### config.mk
export PLATFORM = sky130hd
export DESIGN_NAME = float_to_decimal_text
export DESIGN_NICKNAME = d
export VERILOG_FILES = /design/src/sv/ftdt_pkg.sv /design/src/sv/float_to_decimal_text.sv /design/src/sv/ftdt_datapath.sv /design/src/sv/ftdt_ctrl.sv
export SDC_FILE = /design/constraint.sdc
export NUM_CORES = 1
export LEC_CHECK = 0
export ABC_AREA = 1
export BUFFER_PORTS_ARGS = -buffer_cell sky130_fd_sc_hd__buf_2
export CORE_MARGIN = 2
export CORE_UTILIZATION = 56
export CTS_CLUSTER_SIZE = 14
export DETAILED_ROUTE_END_ITERATION = 12
export PLACE_DENSITY = 0.73
export SETUP_SLACK_MARGIN = 0.1
export SLEW_MARGIN = 15
export SYNTH_ARGS = -nofsm -noshare
export SYNTH_HDL_FRONTEND = slang
export SYNTH_SLANG_ARGS = --single-unit
export TNS_END_PERCENT = 1
### constraint.sdc
create_clock -name clk -period 3.3 [get_ports clk]
set_input_delay 0.165 -clock clk [delete_from_list [all_inputs] [get_ports clk]]
set_output_delay 0.165 -clock clk [all_outputs]
set_load 0.005 [all_outputs]
### src/sv/ftdt_pkg.sv
// ----------------------------------------------------------------------------
// ftdt_pkg: shared types and constants of the float to decimal text block
// Character codes, emit kinds and the controller/datapath command bundle.
// ----------------------------------------------------------------------------
package ftdt_pkg;

	localparam int MAX_FRAC_DIGITS = 9;
	localparam int BCD_DIGITS      = 10;
	localparam int IPART_W         = 31;
	localparam int FRAC_W          = 54;

	localparam logic [7:0] CH_ZERO  = 8'h30;
	localparam logic [7:0] CH_DOT   = 8'h2E;
	localparam logic [7:0] CH_MINUS = 8'h2D;

	// what the datapath places in the output register
	localparam logic [2:0] K_MINUS = 3'd0;
	localparam logic [2:0] K_INT   = 3'd1;
	localparam logic [2:0] K_DOT   = 3'd2;
	localparam logic [2:0] K_FRAC  = 3'd3;
	localparam logic [2:0] K_ERR   = 3'd4;

	typedef struct packed {
		logic       load;
		logic       shift;
		logic       emit;
		logic [2:0] kind;
		logic [3:0] dig_idx;
		logic       last;
	} cmd_t;

	typedef struct packed {
		logic       is_err;
		logic       is_neg;
		logic [3:0] lead;
		logic       out_free;
	} stat_t;

endpackage

### src/sv/float_to_decimal_text.sv
// ----------------------------------------------------------------------------
// float_to_decimal_text: single-precision bit pattern to ASCII decimal text
// Emits '-', integer digits, '.', truncated fraction digits, one per transfer, or an error item.
// ----------------------------------------------------------------------------
// Sequence: an accepted number runs through the binary-to-BCD shifter, one bit
// per cycle, then the sign state, which emits a leading '-', then the digit
// states; an error item skips the shifter. Characters follow at one per cycle
// while the output is not stalled. A new number is accepted only once the last
// character of the previous one has been emitted.
// Reset (arst_n low): sequencer idle, output empty, frac_digits back to 3.
module float_to_decimal_text (
	input  logic        clk,
	input  logic        arst_n,
	// digit count register, written when cfg_we is high
	input  logic        cfg_we,
	input  logic [3:0]  cfg_data,
	// input stream: [31:0] value_bits
	input  logic        s_tvalid,
	output logic        s_tready,
	input  logic [31:0] s_tdata,
	// output stream: [7:0] char_out
	output logic        m_tvalid,
	input  logic        m_tready,
	output logic [7:0]  m_tdata,
	// last_char
	output logic        m_tlast,
	// [0] range_error
	output logic        m_tuser
);
	import ftdt_pkg::*;

	cmd_t  cmd;
	stat_t stat;

	// sequencer: accept, convert, then advance one character per transfer
	ftdt_ctrl u_ctrl (
		.clk      (clk),
		.arst_n   (arst_n),
		.cfg_we   (cfg_we),
		.cfg_data (cfg_data),
		.s_tvalid (s_tvalid),
		.s_tready (s_tready),
		.stat     (stat),
		.cmd      (cmd)
	);

	// datapath: hold the decoded number and the output register
	ftdt_datapath u_dp (
		.clk        (clk),
		.arst_n     (arst_n),
		.value_bits (s_tdata),
		.cmd        (cmd),
		.stat       (stat),
		.m_tvalid   (m_tvalid),
		.m_tready   (m_tready),
		.m_tdata    (m_tdata),
		.m_tlast    (m_tlast),
		.m_tuser    (m_tuser)
	);

endmodule

### src/sv/ftdt_datapath.sv
// ----------------------------------------------------------------------------
// ftdt_datapath: decode, binary to BCD shifter, fraction scaler, output reg
// Acts only on commands from the controller.
// ----------------------------------------------------------------------------
module ftdt_datapath (
	input  logic                clk,
	input  logic                arst_n,
	input  logic [31:0]         value_bits,
	input  ftdt_pkg::cmd_t      cmd,
	output ftdt_pkg::stat_t     stat,
	output logic                m_tvalid,
	input  logic                m_tready,
	output logic [7:0]          m_tdata,
	output logic                m_tlast,
	output logic                m_tuser
);
	import ftdt_pkg::*;

	logic [IPART_W-1:0]      ipart_q;
	logic [BCD_DIGITS-1:0][3:0] bcd_q;
	logic [FRAC_W-1:0]       frac_q;
	logic                    err_q;
	logic                    neg_q;

	// decode
	logic [7:0]        expo, expo_e;
	logic [23:0]       mant24;
	logic [7:0]        fs;
	logic [2:0]        ish;
	logic [IPART_W-1:0] ipart_d;
	logic [FRAC_W-1:0] fnum, frac_d;
	logic [5:0]        fsh;
	logic [30:0]       wide_i;

	always_comb begin
		expo   = value_bits[30:23];
		expo_e = (expo == 8'd0) ? 8'd1 : expo;
		mant24 = {(expo != 8'd0), value_bits[22:0]};
		ish    = 3'(expo_e - 8'd150);
		fs     = 8'd150 - expo_e;
		fsh    = 6'(7'd54 - 7'(fs));
		wide_i = 31'(mant24) << ish;
		ipart_d = '0;
		fnum    = '0;
		frac_d  = '0;
		if (expo_e >= 8'd150) begin
			ipart_d = wide_i;
		end else if (fs >= 8'd24) begin
			fnum = FRAC_W'(mant24);
		end else begin
			ipart_d = IPART_W'(mant24 >> fs[4:0]);
			fnum    = FRAC_W'(mant24 & 24'((25'd1 << fs[4:0]) - 25'd1));
		end
		if (fs < 8'd54 && expo_e < 8'd150)
			frac_d = fnum << fsh;
	end

	// one BCD step: add 3 to digits of five or more, then shift
	logic [BCD_DIGITS-1:0][3:0] bcd_adj;
	always_comb begin
		for (int i = 0; i < BCD_DIGITS; i++)
			bcd_adj[i] = (bcd_q[i] >= 4'd5) ? bcd_q[i] + 4'd3 : bcd_q[i];
	end

	logic [BCD_DIGITS*4:0] bcd_sh;
	assign bcd_sh = {bcd_adj, ipart_q[IPART_W-1]};

	// fraction times ten: digit falls out of the top
	logic [FRAC_W+3:0] frac_x10;
	assign frac_x10 = {1'b0, frac_q, 3'b000} + {3'b000, frac_q, 1'b0};

	always_ff @(posedge clk) begin
		if (cmd.load) begin
			ipart_q <= ipart_d;
			bcd_q   <= '0;
			frac_q  <= frac_d;
		end else begin
			if (cmd.shift) begin
				bcd_q   <= bcd_sh[BCD_DIGITS*4-1:0];
				ipart_q <= {ipart_q[IPART_W-2:0], 1'b0};
			end
			if (cmd.emit && cmd.kind == K_FRAC)
				frac_q <= frac_x10[FRAC_W-1:0];
		end
	end

	always_ff @(posedge clk or negedge arst_n) begin
		if (!arst_n) begin
			err_q <= 1'b0;
			neg_q <= 1'b0;
		end else if (cmd.load) begin
			err_q <= (expo >= 8'd158);
			neg_q <= value_bits[31] && (value_bits[30:0] != 31'd0);
		end
	end

	logic [3:0] lead;
	always_comb begin
		lead = '0;
		for (int i = 0; i < BCD_DIGITS; i++)
			if (bcd_q[i] != 4'd0)
				lead = 4'(i);
	end

	logic [7:0] ch;
	always_comb begin
		unique case (cmd.kind)
			K_MINUS: ch = CH_MINUS;
			K_INT:   ch = CH_ZERO + {4'd0, bcd_q[cmd.dig_idx]};
			K_DOT:   ch = CH_DOT;
			K_FRAC:  ch = CH_ZERO + {4'd0, frac_x10[FRAC_W+3:FRAC_W]};
			default: ch = 8'd0;
		endcase
	end

	always_ff @(posedge clk or negedge arst_n) begin
		if (!arst_n) begin
			m_tvalid <= 1'b0;
		end else if (cmd.emit) begin
			m_tvalid <= 1'b1;
		end else if (m_tready) begin
			m_tvalid <= 1'b0;
		end
	end

	always_ff @(posedge clk) begin
		if (cmd.emit) begin
			m_tdata <= ch;
			m_tlast <= cmd.last;
			m_tuser <= (cmd.kind == K_ERR);
		end
	end

	assign stat.is_err   = err_q;
	assign stat.is_neg   = neg_q;
	assign stat.lead     = lead;
	assign stat.out_free = !m_tvalid || m_tready;

	a_err_last: assert property (@(posedge clk) disable iff (!arst_n)
		m_tvalid && m_tuser |-> m_tlast && m_tdata == 8'd0)
		else $error("error item without last flag");

endmodule

### src/sv/ftdt_ctrl.sv
// ----------------------------------------------------------------------------
// ftdt_ctrl: sequencer of the float to decimal text block
// Holds the digit count register and steps through conversion and emission.
// ----------------------------------------------------------------------------
module ftdt_ctrl (
	input  logic            clk,
	input  logic            arst_n,
	input  logic            cfg_we,
	input  logic [3:0]      cfg_data,
	input  logic            s_tvalid,
	output logic            s_tready,
	input  ftdt_pkg::stat_t stat,
	output ftdt_pkg::cmd_t  cmd
);
	import ftdt_pkg::*;

	localparam logic [2:0] S_IDLE = 3'd0;
	localparam logic [2:0] S_CONV = 3'd1;
	localparam logic [2:0] S_SIGN = 3'd2;
	localparam logic [2:0] S_INT  = 3'd3;
	localparam logic [2:0] S_DOT  = 3'd4;
	localparam logic [2:0] S_FRAC = 3'd5;
	localparam logic [2:0] S_ERR  = 3'd6;

	logic [2:0] state_q, state_d;
	logic [3:0] fd_q;
	logic [4:0] cnt_q, cnt_d;
	logic [3:0] dig_q, dig_d;
	logic [3:0] fcnt_q, fcnt_d;
	logic [3:0] fd;

	assign fd = (fd_q > 4'(MAX_FRAC_DIGITS)) ? 4'(MAX_FRAC_DIGITS) : fd_q;

	always_ff @(posedge clk or negedge arst_n) begin
		if (!arst_n) begin
			fd_q <= 4'd3;
		end else if (cfg_we) begin
			fd_q <= cfg_data;
		end
	end

	assign s_tready = (state_q == S_IDLE);

	always_comb begin
		state_d = state_q;
		cnt_d   = cnt_q;
		dig_d   = dig_q;
		fcnt_d  = fcnt_q;
		cmd     = '0;
		unique case (state_q)
			S_IDLE: begin
				if (s_tvalid) begin
					cmd.load = 1'b1;
					cnt_d    = '0;
					state_d  = S_CONV;
				end
			end
			S_CONV: begin
				if (stat.is_err) begin
					state_d = S_ERR;
				end else begin
					cmd.shift = 1'b1;
					cnt_d     = cnt_q + 5'd1;
					if (cnt_q == 5'(IPART_W - 1))
						state_d = S_SIGN;
				end
			end
			S_SIGN: begin
				dig_d = stat.lead;
				if (!stat.is_neg) begin
					state_d = S_INT;
				end else if (stat.out_free) begin
					cmd.emit = 1'b1;
					cmd.kind = K_MINUS;
					state_d  = S_INT;
				end
			end
			S_INT: begin
				if (stat.out_free) begin
					cmd.emit    = 1'b1;
					cmd.kind    = K_INT;
					cmd.dig_idx = dig_q;
					cmd.last    = (dig_q == 4'd0) && (fd == 4'd0);
					if (dig_q == 4'd0)
						state_d = (fd == 4'd0) ? S_IDLE : S_DOT;
					else
						dig_d = dig_q - 4'd1;
				end
			end
			S_DOT: begin
				if (stat.out_free) begin
					cmd.emit = 1'b1;
					cmd.kind = K_DOT;
					fcnt_d   = fd;
					state_d  = S_FRAC;
				end
			end
			S_FRAC: begin
				if (stat.out_free) begin
					cmd.emit = 1'b1;
					cmd.kind = K_FRAC;
					cmd.last = (fcnt_q == 4'd1);
					fcnt_d   = fcnt_q - 4'd1;
					if (fcnt_q == 4'd1)
						state_d = S_IDLE;
				end
			end
			S_ERR: begin
				if (stat.out_free) begin
					cmd.emit = 1'b1;
					cmd.kind = K_ERR;
					cmd.last = 1'b1;
					state_d  = S_IDLE;
				end
			end
			default: state_d = S_IDLE;
		endcase
	end

	always_ff @(posedge clk or negedge arst_n) begin
		if (!arst_n) begin
			state_q <= S_IDLE;
			cnt_q   <= '0;
			dig_q   <= '0;
			fcnt_q  <= '0;
		end else begin
			state_q <= state_d;
			cnt_q   <= cnt_d;
			dig_q   <= dig_d;
			fcnt_q  <= fcnt_d;
		end
	end

	a_emit_free: assert property (@(posedge clk) disable iff (!arst_n)
		cmd.emit |-> stat.out_free)
		else $error("emit into an occupied output register");

	a_frac_count: assert property (@(posedge clk) disable iff (!arst_n)
		state_q == S_FRAC |-> fcnt_q != 4'd0 && fcnt_q <= 4'(MAX_FRAC_DIGITS))
		else $error("fraction count out of range");

	a_accept_conv: assert property (@(posedge clk) disable iff (!arst_n)
		s_tvalid && s_tready |=> state_q == S_CONV && cnt_q == 5'd0)
		else $error("accepted item did not start conversion");

endmodule
# Yosys cells after proc, flatten, opt, wreduce, memory -nomap -nowiden
# Cells that the tools add are included.
# op_classes
addsub,20
n_lt_le_gt_ge,17
eq_ne,23
shift,4
mux,72
bitwise_logic,1
reduce_logical,32
# op_table
cell,count
$mux W54,5
$mux W31,4
$mux W4,23
$add A57 B55 Y58,1
$shl A54 B6 Y54,1
$mux W3,17
$ge A4 B3 Y1 const B,10
$add A4 B2 Y4 const B,9
$reduce_bool A4 Y1,9
$pmux W8 S4,1
$reduce_bool A31 Y1,1
$shl A24 B3 Y31,1
$shr A24 B5 Y31,1
$and A24 B24 Y24,1
$shl A1 B5 Y24 const A,1
$sub A24 B1 Y24 const B,1
$pmux W3 S7,1
$pmux W4 S5,1
$bmux W4 S4,1
$ge A8 B8 Y1 const B,2
$pmux W4 S2,2
$add A6 B4 Y7 const A,2
$ne A2 B2 Y1 const B,7
$eq A3 B2 Y1 const B,4
35 further kinds,63
# totals
ff_bits,158
inputBits,41
out_inout_bits,12
elab_cells,192

# Longest topological paths before layout
# Gate-level depths: netlist of run 1.
# depth
depth_word,11
depth_mapped,28
depth_no_buf,25

# Modules after synthesis
# Synthesis of run 1 repeated with hierarchy kept, for this count alone.
# hier_totals
hier_cells,2483
hier_area_um2,16254.3
# by_module_without_submodules
mod,n_inst,cells_each,area_per_inst_um2
ftdt_datapath,1,2304,14884.3
ftdt_ctrl,1,179,1370.1

# Worst setup path after synthesis of run 1
# OpenSTA, ideal clock, no wires.
# synth_path
path_kind,input to register
from,input s_tdata[26]
to,"register u_dp.frac_q[25], data pin"
setup_ns,0.265
arrival_ns,3.084
required_time_ns,3.035
setup_slack_ns,-0.049
cell_stages,21
n_path_buf,5
cell_sequence,buf_2 -> inv_2 -> nand3_1 -> inv_1 -> nand4_1 -> nand2_1 -> buf_2 -> clkbuf_1 -> ha_1 -> clkbuf_1 -> inv_1 -> nor2_1 -> inv_1 -> o31ai_4 -> xor2_2 -> nor2_4 -> inv_2 -> nor2_4 -> buf_4 -> o211ai_1 -> nand3_1
# synth_via
elab_chain_cells,11
# synth_lines
element,line,rtl
from (decl),float_to_decimal_text.sv:20,"input logic [31:0] s_tdata,"
$logic_not A8 Y1,ftdt_datapath.sv:37,expo_e = (expo == 8'd0) ? 8'd1 : expo;
$mux W8,ftdt_datapath.sv:37,
$sub A8 B8 Y8,ftdt_datapath.sv:40,fs = 8'd150 - expo_e;
$shl A1 B5 Y24,ftdt_datapath.sv:52,fnum = FRAC_W'(mant24 & 24'((25'd1 << fs[4:0]) - 25'd1));
$sub A24 B1 Y24,ftdt_datapath.sv:52,
$and A24 B24 Y24,ftdt_datapath.sv:52,
$mux W54,ftdt_datapath.sv:48,end else if (fs >= 8'd24) begin
$mux W54,ftdt_datapath.sv:46,if (expo_e >= 8'd150) begin
$shl A54 B6 Y54,ftdt_datapath.sv:55,frac_d = fnum << fsh;
$mux W54 (*),ftdt_datapath.sv:54,if (fs < 8'd54 && expo_e < 8'd150)
$mux W54 (*),ftdt_datapath.sv:73,if (cmd.load) begin
to (signal assigned),ftdt_datapath.sv:76,frac_q <= frac_d;
to (signal assigned),ftdt_datapath.sv:83,frac_q <= frac_x10[FRAC_W-1:0];
to (decl),ftdt_datapath.sv:21,logic [FRAC_W-1:0] frac_q;
# Mark *: on every way between the ends. The rest lies on a longest branch, timed or not.
# A chain may end at the register's enable or synchronous reset.

# Final worst setup path of run 1
# layout_path
from,register u_dp.frac_q[2]
to,"register u_dp.frac_q[44], data pin"
# layout_via
elab_chain_cells,3
# layout_lines
element,line,rtl
$add A57 B55 Y58,ftdt_datapath.sv:70,"assign frac_x10 = {1'b0, frac_q, 3'b000} + {3'b000, frac_q, 1'b0};"
$mux W54,ftdt_datapath.sv:82,if (cmd.emit && cmd.kind == K_FRAC)
$mux W54,ftdt_datapath.sv:73,
# Every way passes these cells. The select of a mux whose other input is x is not followed.

==> results of run 1 <==
==> worst max-delay path, stage by stage, from the launching register on <==
cell and delay (ps):
edfxtp_1 410, ha_1 370, nand3_1 100, nand3_1 170
a21oi_4 230, o21ai_2 100, a21oi_1 160, inv_1 120
nand3_1 90, nand2_1 160, a21boi_2 230, o21ai_0 140
nand2_1 80, nand2_1 60, o21ai_0 240, nand3_1 100
==> stage by stage <==
step | instance area [um2] | instances | power [mW] | worst slack, ps | utilization (%)
finish | 17780 | 2918 | 16.94 | 273.0 | 63.66
global placement | 16980 | 2871 | 14.10 | 87.99 | 60.77
floorplan | 15940 | 2446 | 11.24 | 117.5 | -
detailed placement | 16980 | 2871 | 14.34 | 11.58 | 60.77
global route | 17780 | 2917 | 18.27 | 13.25 | 63.65
CTS | 17730 | 2917 | 16.45 | 37.79 | 63.49
==> flip-flops by register name (all words and copies together), names as in the netlist <==
register	count
u_dp.m_tuser	1
u_dp.m_tlast	1
u_dp.bcd_q	40
u_dp.m_tvalid	1
u_ctrl.state_q	3
u_ctrl.cnt_q	5
u_ctrl.fcnt_q	4
u_dp.m_tdata	6
u_dp.ipart_q	31
u_ctrl.dig_q	4
u_dp.neg_q	1
u_dp.err_q	1
u_ctrl.fd_q	4
u_dp.frac_q	54
==> path summary, 6_finish.rpt <==
check	end	startpoint	cells after the start	slack [ps]
max in group asynchronous	u_ctrl.fcnt_q[1]	arst_n	2	2670
max reg2reg	u_dp.frac_q[44]	u_dp.frac_q[2]	15	270
min reg2reg	u_dp.bcd_q[0]	u_dp.ipart_q[30]	2	490
max	u_dp.frac_q[44]	u_dp.frac_q[2]	15	270
min in group clk	u_dp.m_tvalid	m_tready	3	240
min	u_ctrl.dig_q[0]	arst_n	2	240
==> power breakdown <==
| part | internal, mW | switching [mW] | total, mW |
|---|---|---|---|
| Clock | 1.04 | 1.01 | 2.05 |
| Sequential | 3.43 | 0.542 | 3.97 |
| Combinational | 3.78 | 7.14 | 10.9 |
| Total | 8.24 | 8.69 | 16.9 |
==> cells by family (layout without fill, tap and decap cells) <==
family,Yosys count,in the layout,synth area share (%)
simple gates,1163,1163,33.05
compound gates,605,605,21.86
buf+inv,393,486,9.808
flops,156,156,26.18
fa+ha+maj,81,81,6.408
xor+xnor,35,35,1.971
mux,11,11,0.6911
other cells,1,3,0.02354
==> area by class of cell <==
type / instances / area, um2 / area share, %
tap: 378 / 473.0 / 2.660
inverter: 294 / 1111 / 6.248
clock inverter: 15 / 192.7 / 1.084
sequential: 156 / 4172 / 23.46
antenna: 1 / 2.502 / 0.01407
clock buffer: 17 / 425.4 / 2.392
timing repair buffer: 160 / 1149 / 6.459
multi-input combinational: 1897 / 10260 / 57.69
==> what timing repair did <==
item / in CTS / in global routing
endpoints found under the hold margin: 26 / 0
hold buffers: 14 / 0
setup endpoints to repair: 7 / 24
buffers inserted: 0 / 0
resized for setup: 1 / 21
==> Yosys cell counts, types with 30 or more instances <==
| library cell | n |
|---|---|
| o211ai_1 | 32 |
| buf_2 | 30 |
| a31oi_1 | 30 |
| nand2_1 | 476 |
| nand3_1 | 337 |
| ha_1 | 80 |
| clkbuf_1 | 43 |
| o21ai_0 | 266 |
| nand4_1 | 40 |
| dfxtp_1 | 40 |
| inv_1 | 276 |
| a21oi_1 | 162 |
| edfxtp_1 | 93 |
| nor2_1 | 209 |
==> layer usage <==
layer / GRT usage, % / share of wire, % / vias to the layer above
met4: 15.15 / 4.1 / 0
met2: 61.43 / 46 / 1000
met1: 48.84 / 41 / 8331
met5: 0 / 0 / -
li1: - / - / 8618
met3: 6.135 / 8.9 / 160
==> out/qor.csv, run 1 <==
stage,metric,value,unit
run_status,status,"complete, no violations",
route,Routed WL,56610,um
synthesis,Avg Inst Size Synth,6.516,um2
flow_run,MaxCap Viol Count,0,
floorplan,Die W,172.7,um
min_path,Hold/Removal Path Class,in -> async,
worst_setup_path,Setup CP Type,reg -> reg,
floorplan,# IOs,53,
synthesis,synthesized flop and latch total,156,
route,antenna-violating nets left,0,
synthesis,Post-Syn Area,15930,um2
layout,Fillers,2639,
timing,fin crit period,3027,ps
timing,"Hold Vio Cnt, Final",0,
cts,Clock transition at path regs,80,ps
placement,post-DP HPWL,44080,um
layout,"commonest cells after routing, fill and taps aside","471 x nand2_1, 337 x nand3_1, 276 x inv_1",
layout,nets,2648,
worst_setup_path,critical path launch point type,register,
synthesis,Synth top area share,17.53,%
synthesis,ys async rst share,14.74,%
cts,CTS H-tree lvls,4,
synthesis,"Seq/Total Area, Yosys",26.18,%
floorplan,row cnt,61,
timing,"Slew Viols, Final",0,
global_route,initial antenna violation count,1,
synthesis,Synth area leaders,"edfxtp_1 18%, nand2_1 11%, nand3_1 11%, o21ai_0 8.4%, inv_1 6.5%",
layout,share of cells above drive strength 1,11.38,%
synthesis,Syn. warnings,0,
timing,RSZ-0062 raised after global routing,yes,
route,Residual DRC,0,
global_route,vias in the first global route,16880,
global_route,total congestion overflow,0,
timing,Slew Limit Headroom,25.15,%
global_route,first-pass GRT wire length,89510,um
route,WL/cell,19.40,um
cts,CTS tree,built,
placement,GPL Wtd Cong,1.011,
synthesis,Gate Count Post-Synth,2445,
cts,CTS max path bufs,2,
worst_setup_path,CP endpoint kind,register,
synthesis,"Distinct cells, synth",69,
timing,Final TNS setup,0,ps
worst_setup_path,"Data required, critical path",3490,ps
route,total number of vias,18110,
route,DR iter-0 viols,2120,
floorplan,die area,29820,um2
timing,Final Cycle Share,91.73,%
cts,clock sink count,156,
route,vias per std cell,6.206,
timing,Max Clk Rate,0.3304,GHz
worst_setup_path,CP Max Fanout,5,
timing,clock skew,12.93,ps
floorplan,die height,172.7,um
timing,WHS,236.5,ps
route,first drt pass iteration count,6,
cts,Root Buffer,clkbuf_16,
power,Max IR drop VDD,460.0,uV
synthesis,leading area contributor after synthesis,edfxtp_1,
global_route,overall routing resource usage,37.27,%
cts,number of CTS-inserted buffers,17,
placement,Port Buffer Count,50,
layout,Synth-to-Final Area Change,11.61,%
timing,Setup-failing EPs final,0,
synthesis,"Top FF cell, synth",edfxtp_1,
global_route,pin count of the biggest net entering global routing,69,
floorplan,initial core utilization,57.04,%
worst_setup_path,Worst Path Arrival,3210,ps
cts,"Clk Latency, worst-skew pair",450,ps
layout,"commonest non-fill, non-tap cell in the layout",nand2_1,
power,Leakage Power,7.982,nW
power,PwrDens,952.3,nW/um2
timing,Tightest Pin Transition,1113,ps
synthesis,"EDFF count, synth",93,
floorplan,floorplan core area,27930,um2
Power figures use the tool's default switching activity.
==> inputs of run 2 (changes only) <==
--- a/config.mk
+++ b/config.mk
@@ -11,7 +11,7 @@
 export CORE_UTILIZATION = 56
 export CTS_CLUSTER_SIZE = 14
 export DETAILED_ROUTE_END_ITERATION = 12
-export PLACE_DENSITY = 0.73
+export PLACE_DENSITY_LB_ADDON = 0.12
 export SETUP_SLACK_MARGIN = 0.1
 export SLEW_MARGIN = 15
 export SYNTH_ARGS = -nofsm -noshare
==> run 2 against run 1 <==
Against the previous run:
- global-route usage shrank 0.36 points
- die area is the same
- count of clock-buffer cells in the layout is the same
- critical path depth shrank 1
- clock skew grew 5.2 ps
- cell area shrank 0.20%
- final cell count shrank 0.38%
- combinational power is essentially flat
- worst setup slack lost 96 ps
- sequential cell count is the same
- register-to-register slack lost 96 ps
- sequential share of layout area is essentially flat
==> out/qor.csv, run 2 (synthesis gave the netlist of run 1 again) <==
stage,metric,value,unit,change
run_status,status,"complete, no violations",,
layout,fin util,63.53,%,-0.13 points
worst_setup_path,worst r2r path cells,14,,-1
worst_setup_path,Setup CP Type,reg -> reg,,
timing,fin crit period,3123,ps,+95.59 ps
cts,Root Buffer,clkbuf_16,,
timing,Setup-failing EPs final,0,,unchanged
power,Pwr Total,17.13,mW,+1.2%
timing,"Hold Vio Cnt, Final",0,,unchanged
route,vias per std cell,6.183,,-0.38%
layout,Largest register FFs,54,,unchanged
route,WL/cell,19.19,um,-1.1%
floorplan,die area,29820,um2,unchanged
min_path,Hold/Removal Path Class,in -> reg,,
cts,"Clk Latency, worst-skew pair",450,ps,about the same
global_route,first-pass GRT wire length,88650,um,-0.96%
layout,share of cells above drive strength 1,11.70,%,+0.32 points
global_route,pin count of the biggest net entering global routing,86,,+25%
global_route,initial antenna violation count,0,,-1
cts,Clock transition at path regs,70,ps,about the same
layout,"commonest cells after routing, fill and taps aside","469 x nand2_1, 335 x nand3_1, 276 x inv_1",,
layout,number of diodes,0,,-1
cts,number of CTS-inserted buffers,17,,unchanged
worst_setup_path,CP endpoint kind,register,,
worst_setup_path,CP endpoint,u_dp.frac_q[37],,
floorplan,die height,172.7,um,unchanged
floorplan,initial core utilization,57.04,%,unchanged
route,Routed WL,55790,um,-1.4%
global_route,vias in the first global route,16850,,-0.17%
cts,CTS tree,built,,
worst_setup_path,CP Max Fanout,6,,+1
route,antenna-violating nets left,0,,unchanged
global_route,overall routing resource usage,36.91,%,-0.36 points
floorplan,Die W,172.7,um,unchanged
floorplan,row cnt,61,,unchanged
flow_run,MaxCap Viol Count,0,,unchanged
worst_setup_path,"Data required, critical path",3470,ps,-20 ps
layout,top flop regs,"u_dp.frac_q (54), u_dp.bcd_q (40), u_dp.ipart_q (31)",,
placement,placed insts,2859,,-0.42%
floorplan,# IOs,53,,unchanged
power,Leakage Power,7.935,nW,-0.59%
layout,"commonest non-fill, non-tap cell in the layout",nand2_1,,
worst_setup_path,critical path launch point type,register,,
timing,RSZ-0062 raised after global routing,yes,,
cts,CTS max path bufs,2,,unchanged
worst_setup_path,R2R Path Start,u_dp.frac_q[19],,
cts,clock sink count,156,,unchanged
route,Residual DRC,0,,unchanged
cts,CTS H-tree lvls,4,,unchanged
placement,Port Buffer Count,50,,unchanged
route,total number of vias,17970,,-0.75%
floorplan,floorplan core area,27930,um2,unchanged
power,PwrDens,965.3,nW/um2,+1.4%
route,DR iter-0 viols,2311,,+9.0%
layout,"Most flops, register",u_dp.frac_q,,
route,first drt pass iteration count,6,,unchanged
worst_setup_path,reg-to-reg endpoint,u_dp.frac_q[37],,
min_path,Hold Path Cell Cnt,2,,
layout,nets,2638,,-0.38%
worst_setup_path,reg2reg setup slack,180,ps,-100 ps
layout,"non-filler cells, final",2907,,-0.38%
worst_setup_path,Worst Path Arrival,3290,ps,+80 ps
global_route,total congestion overflow,0,,unchanged
placement,post-DP HPWL,43310,um,-1.7%
timing,clock skew,18.10,ps,+5.170 ps
timing,Tightest Pin Transition,1116,ps,+2.547 ps
timing,Final Cycle Share,94.62,%,+2.9 points
timing,Max Clk Rate,0.3202,GHz,-3.1%
power,Max IR drop VDD,470.5,uV,+2.3%
placement,GPL Wtd Cong,1.060,,+4.8%
timing,"Slew Viols, Final",0,,unchanged
layout,Synth-to-Final Area Change,11.39,%,
timing,Slew Limit Headroom,24.98,%,-0.17 points
worst_setup_path,Setup crit start,u_dp.frac_q[19],,
-- run 2: repair_timing --
action / CTS / global route
buffers inserted: 0 / 4
resized for setup: 9 / 35
hold buffers: 12 / 0
pin swaps: 0 / 5
endpoints found under the hold margin: 26 / 0
setup endpoints to repair: 13 / 24
-- run 2: cell type report --
| class | count | area, um2 |
|---|---|---|
| inverters | 294 | 1111 |
| repair buffers | 150 | 1081 |
| clock buffers | 17 | 425.4 |
| well taps | 378 | 473.0 |
| clock inverters | 15 | 150.1 |
| flip-flops and latches | 156 | 4172 |
| multi-input cells | 1897 | 10330 |
| fillers | 2658 | 10190 |
-- run 2: per-layer routing --
| layer | GRT usage [%] | vias up | wire length, um |
|---|---|---|---|
| met5 | 0 | - | 0 |
| met4 | 17.55 | 0 | 2671 |
| met3 | 5.629 | 183 | 4823 |
| met2 | 58.99 | 970 | 24870 |
| met1 | 49.17 | 8217 | 23430 |
| li1 | - | 8603 | - |
-- run 2: how the worst min path moves through the flow --
stage,slack [ps],startpoint,end
final,30,cfg_we,u_ctrl.fd_q[3]
after global routing,50,cfg_we,u_ctrl.fd_q[3]
after CTS,5,cfg_we,u_ctrl.fd_q[3]
after detailed placement,190,arst_n,u_ctrl.dig_q[0]
after global placement,180,arst_n,u_ctrl.dig_q[0]
after floorplan,-130,arst_n,u_ctrl.cnt_q[0]
-- run 2: critical path, stage by stage (launching register included) --
cell      delay (ps)
edfxtp_1         420
ha_1             410
a21oi_1          190
inv_1             70
a21oi_1          140
o21a_1           160
nand2_1           60
a21oi_1          190
inv_1            140
nand2_1           70
nand2_1           80
nand2_1           80
o211ai_1         140
o21ai_0          610
nand2_1          100
-- run 2: stage by stage --
| step | hold slack (ps) | setup TNS (ps) | setup slack (ps) | cell area (um2) |
|---|---|---|---|---|
| after floorplan | -130.6 | 0 | 117.5 | 15940 |
| after global placement | 184.4 | -105.8 | -87.78 | 16900 |
| after detailed placement | 185.8 | -614.6 | -229.8 | 16900 |
| after CTS | 5.337 | 0 | 18.07 | 17600 |
| after global routing | 53.69 | 0 | 24.81 | 17750 |
| final | 29.26 | 0 | 177.4 | 17750 |
-- run 2: power breakdown --
group / switching (mW) / total, mW / internal, mW
logic: 7.24 / 11.2 / 3.91
clock network: 0.924 / 1.99 / 1.07
registers: 0.556 / 3.98 / 3.43
==> inputs of run 3 (changes only) <==
--- a/config.mk
+++ b/config.mk
@@ -7,10 +7,10 @@
 export LEC_CHECK = 0
 export ABC_AREA = 1
 export BUFFER_PORTS_ARGS = -buffer_cell sky130_fd_sc_hd__buf_2
-export CORE_MARGIN = 2
 export CORE_UTILIZATION = 56
 export CTS_CLUSTER_SIZE = 14
 export DETAILED_ROUTE_END_ITERATION = 12
+export HOLD_SLACK_MARGIN = 0.05
 export PLACE_DENSITY_LB_ADDON = 0.12
 export SETUP_SLACK_MARGIN = 0.1
 export SLEW_MARGIN = 15
==> run 3 against run 2 <==
Against the previous run:
- worst setup slack gained 39 ps
- critical endpoint is now u_dp.frac_q[35]
- total power is 0.81% lower
- sequential cell count is the same
- clock skew shrank 2.0 ps
- die area fell by 2.3%
- non-clock buffer count grew 6
- global-route usage increased by 1.9 points
- fmax rose by 1.3%
==> out/qor.csv, run 3 (synthesis gave the netlist of run 1 again) <==
stage,metric,value,unit,change
run_status,status,"complete, no violations",,
min_path,WHS Endpoint,u_dp.neg_q,,
floorplan,Die W,170.7,um,-1.2%
worst_setup_path,reg-to-reg endpoint,u_dp.frac_q[35],,
global_route,initial antenna violation count,0,,unchanged
timing,PnR worst setup slack,216.8,ps,+39.42 ps
cts,CTS tree,built,,
worst_setup_path,worst r2r path cells,17,,+3
layout,"commonest non-fill, non-tap cell in the layout",nand2_1,,
power,PwrDens,955.3,nW/um2,-1.0%
layout,share of cells above drive strength 1,11.44,%,-0.26 points
route,antenna-violating nets left,0,,unchanged
floorplan,floorplan core area,27860,um2,-0.27%
timing,Max Clk Rate,0.3243,GHz,+1.3%
worst_setup_path,Setup crit start,u_dp.frac_q[2],,
power,Max IR drop VDD,442.2,uV,-6.0%
placement,"worst slack, placed",-10.58,ps,+219.2 ps
layout,fin util,63.85,%,+0.32 points
timing,Tightest Pin Transition,906.6,ps,-209.2 ps
worst_setup_path,Worst Path Arrival,3270,ps,-20 ps
cts,Root Buffer,clkbuf_16,,
worst_setup_path,Setup CP Type,reg -> reg,,
global_route,first-pass GRT wire length,88070,um,-0.65%
global_route,pin count of the biggest net entering global routing,86,,unchanged
route,DR iter-0 viols,2390,,+3.4%
timing,WHS,205.3,ps,+176.0 ps
route,first drt pass iteration count,6,,unchanged
worst_setup_path,critical path's slowest cell,edfxtp_1,,
cts,CTS H-tree lvls,4,,unchanged
flow_run,MaxCap Viol Count,0,,unchanged
timing,"Hold Vio Cnt, Final",0,,unchanged
floorplan,# IOs,53,,unchanged
floorplan,die area,29130,um2,-2.3%
timing,RSZ-0062 raised after global routing,yes,,
timing,Slew Limit Headroom,39.56,%,+15 points
layout,"commonest cells after routing, fill and taps aside","470 x nand2_1, 337 x nand3_1, 276 x inv_1",,
cts,CTS max path bufs,2,,unchanged
route,vias per std cell,6.166,,-0.26%
floorplan,die height,170.7,um,-1.2%
placement,placed insts,2867,,+0.28%
cts,"Clk Latency, worst-skew pair",450,ps,about the same
layout,"Most flops, register",u_dp.frac_q,,
worst_setup_path,CP Max Fanout,3,,-3
min_path,Hold Path Cell Cnt,5,,+3
placement,post-DP HPWL,43460,um,+0.34%
layout,number of diodes,0,,unchanged
timing,Final Cycle Share,93.43,%,-1.2 points
cts,Clock transition at path regs,70,ps,about the same
layout,"non-filler cells, final",2913,,+0.21%
layout,top flop regs,"u_dp.frac_q (54), u_dp.bcd_q (40), u_dp.ipart_q (31)",,
timing,clock skew,16.15,ps,-1.954 ps
layout,nets,2644,,+0.23%
route,Routed WL,56120,um,+0.58%
global_route,vias in the first global route,16610,,-1.5%
min_path,min-delay src,s_tdata[22],,
worst_setup_path,critical path launch point type,register,,
route,Residual DRC,0,,unchanged
layout,Synth-to-Final Area Change,11.65,%,
min_path,Hold/Removal Path Class,in -> reg,,
cts,clock sink count,156,,unchanged
global_route,overall routing resource usage,38.80,%,+1.9 points
timing,Final TNS setup,0,ps,unchanged
power,Leakage Power,7.959,nW,+0.30%
worst_setup_path,CP endpoint kind,register,,
worst_setup_path,reg2reg setup slack,220,ps,+40 ps
timing,"Slew Viols, Final",0,,unchanged
floorplan,row cnt,61,,unchanged
worst_setup_path,"Data required, critical path",3490,ps,+20 ps
worst_setup_path,CP max stage delay,370,ps,-240 ps
timing,fin crit period,3083,ps,-39.42 ps
route,total number of vias,17960,,-0.056%
cts,number of CTS-inserted buffers,17,,unchanged
global_route,total congestion overflow,0,,unchanged
route,WL/cell,19.27,um,+0.38%
placement,Port Buffer Count,50,,unchanged
placement,GPL Wtd Cong,1.034,,-2.4%
floorplan,initial core utilization,57.19,%,+0.16 points
layout,Largest register FFs,54,,unchanged
worst_setup_path,R2R Path Start,u_dp.frac_q[2],,
timing,Setup-failing EPs final,0,,unchanged
worst_setup_path,critical-path cell list,ha_1 -> inv_1 -> fa_2 -> o21ai_2 -> inv_1 -> o21bai_1 -> inv_1 -> o21ai_1 -> buf_4 -> a21oi_1 -> o21ai_1 -> buf_4 -> nand2_1 -> nand2_1 -> a21oi_1 -> o21ai_1 -> nand2_1,,
[run 3: timing repair]
| action | in CTS | in global routing |
|---|---|---|
| pin swaps | 0 | 1 |
| endpoints found under the hold margin | 26 | 0 |
| setup buffers | 0 | 0 |
| resized for setup | 3 | 29 |
| endpoints found under the setup margin | 6 | 20 |
| hold buffers | 14 | 0 |
[run 3: critical path: cells and delay by family (launching register included)]
family | cells | cell delay (ps)
AOI/OAI and AO/OA | 7 | 1150
adders and majority gates | 2 | 550
buffers and inverters | 5 | 530
DFF | 1 | 370
and+or+nand+nor | 3 | 240
[run 3: final cells by class]
class                      instances  area [um2]
clock buffer                      20       479.2
clock inverter                    12       125.1
fill                            2627       10070
inverter                         294        1111
multi-input combinational       1897       10300
sequential                       156        4172
tap                              378       473.0
timing repair buffer             156        1131
[run 3: metrics by stage]
stage,power (mW),instance area (um2)
2_1_floorplan,11.24,15940
3_3_place_gp,14.12,16960
3_5_place_dp,14.32,16960
4_1_cts,16.45,17700
5_1_grt,18.20,17790
6_report,16.99,17790
[run 3: power by group]
part	total, mW	leakage, nW	internal, mW	switching, mW
logic	11.0	6.18	3.81	7.15
clock network	2.03	0.292	1.15	0.886
registers	3.99	1.48	3.43	0.562
[run 3: layer usage]
metal / up-vias / track usage, % / wire length, um
li1: 8615 / - / -
met1: 8199 / 52.04 / 23560
met2: 981 / 61.67 / 25040
met3: 168 / 5.876 / 5117
met4: 0 / 17.23 / 2407
met5: - / 0 / 0
[run 3: how the worst max path moves through the flow]
stage | endpoint | slack (ps)
2_1_floorplan | u_dp.frac_q[43] | 120
5_1_grt | u_dp.frac_q[47] | 70
3_3_place_gp | u_dp.frac_q[30] | 80
4_1_cts | u_dp.frac_q[51] | 50
6_report | u_dp.frac_q[35] | 220
3_5_place_dp | u_dp.frac_q[23] | -10
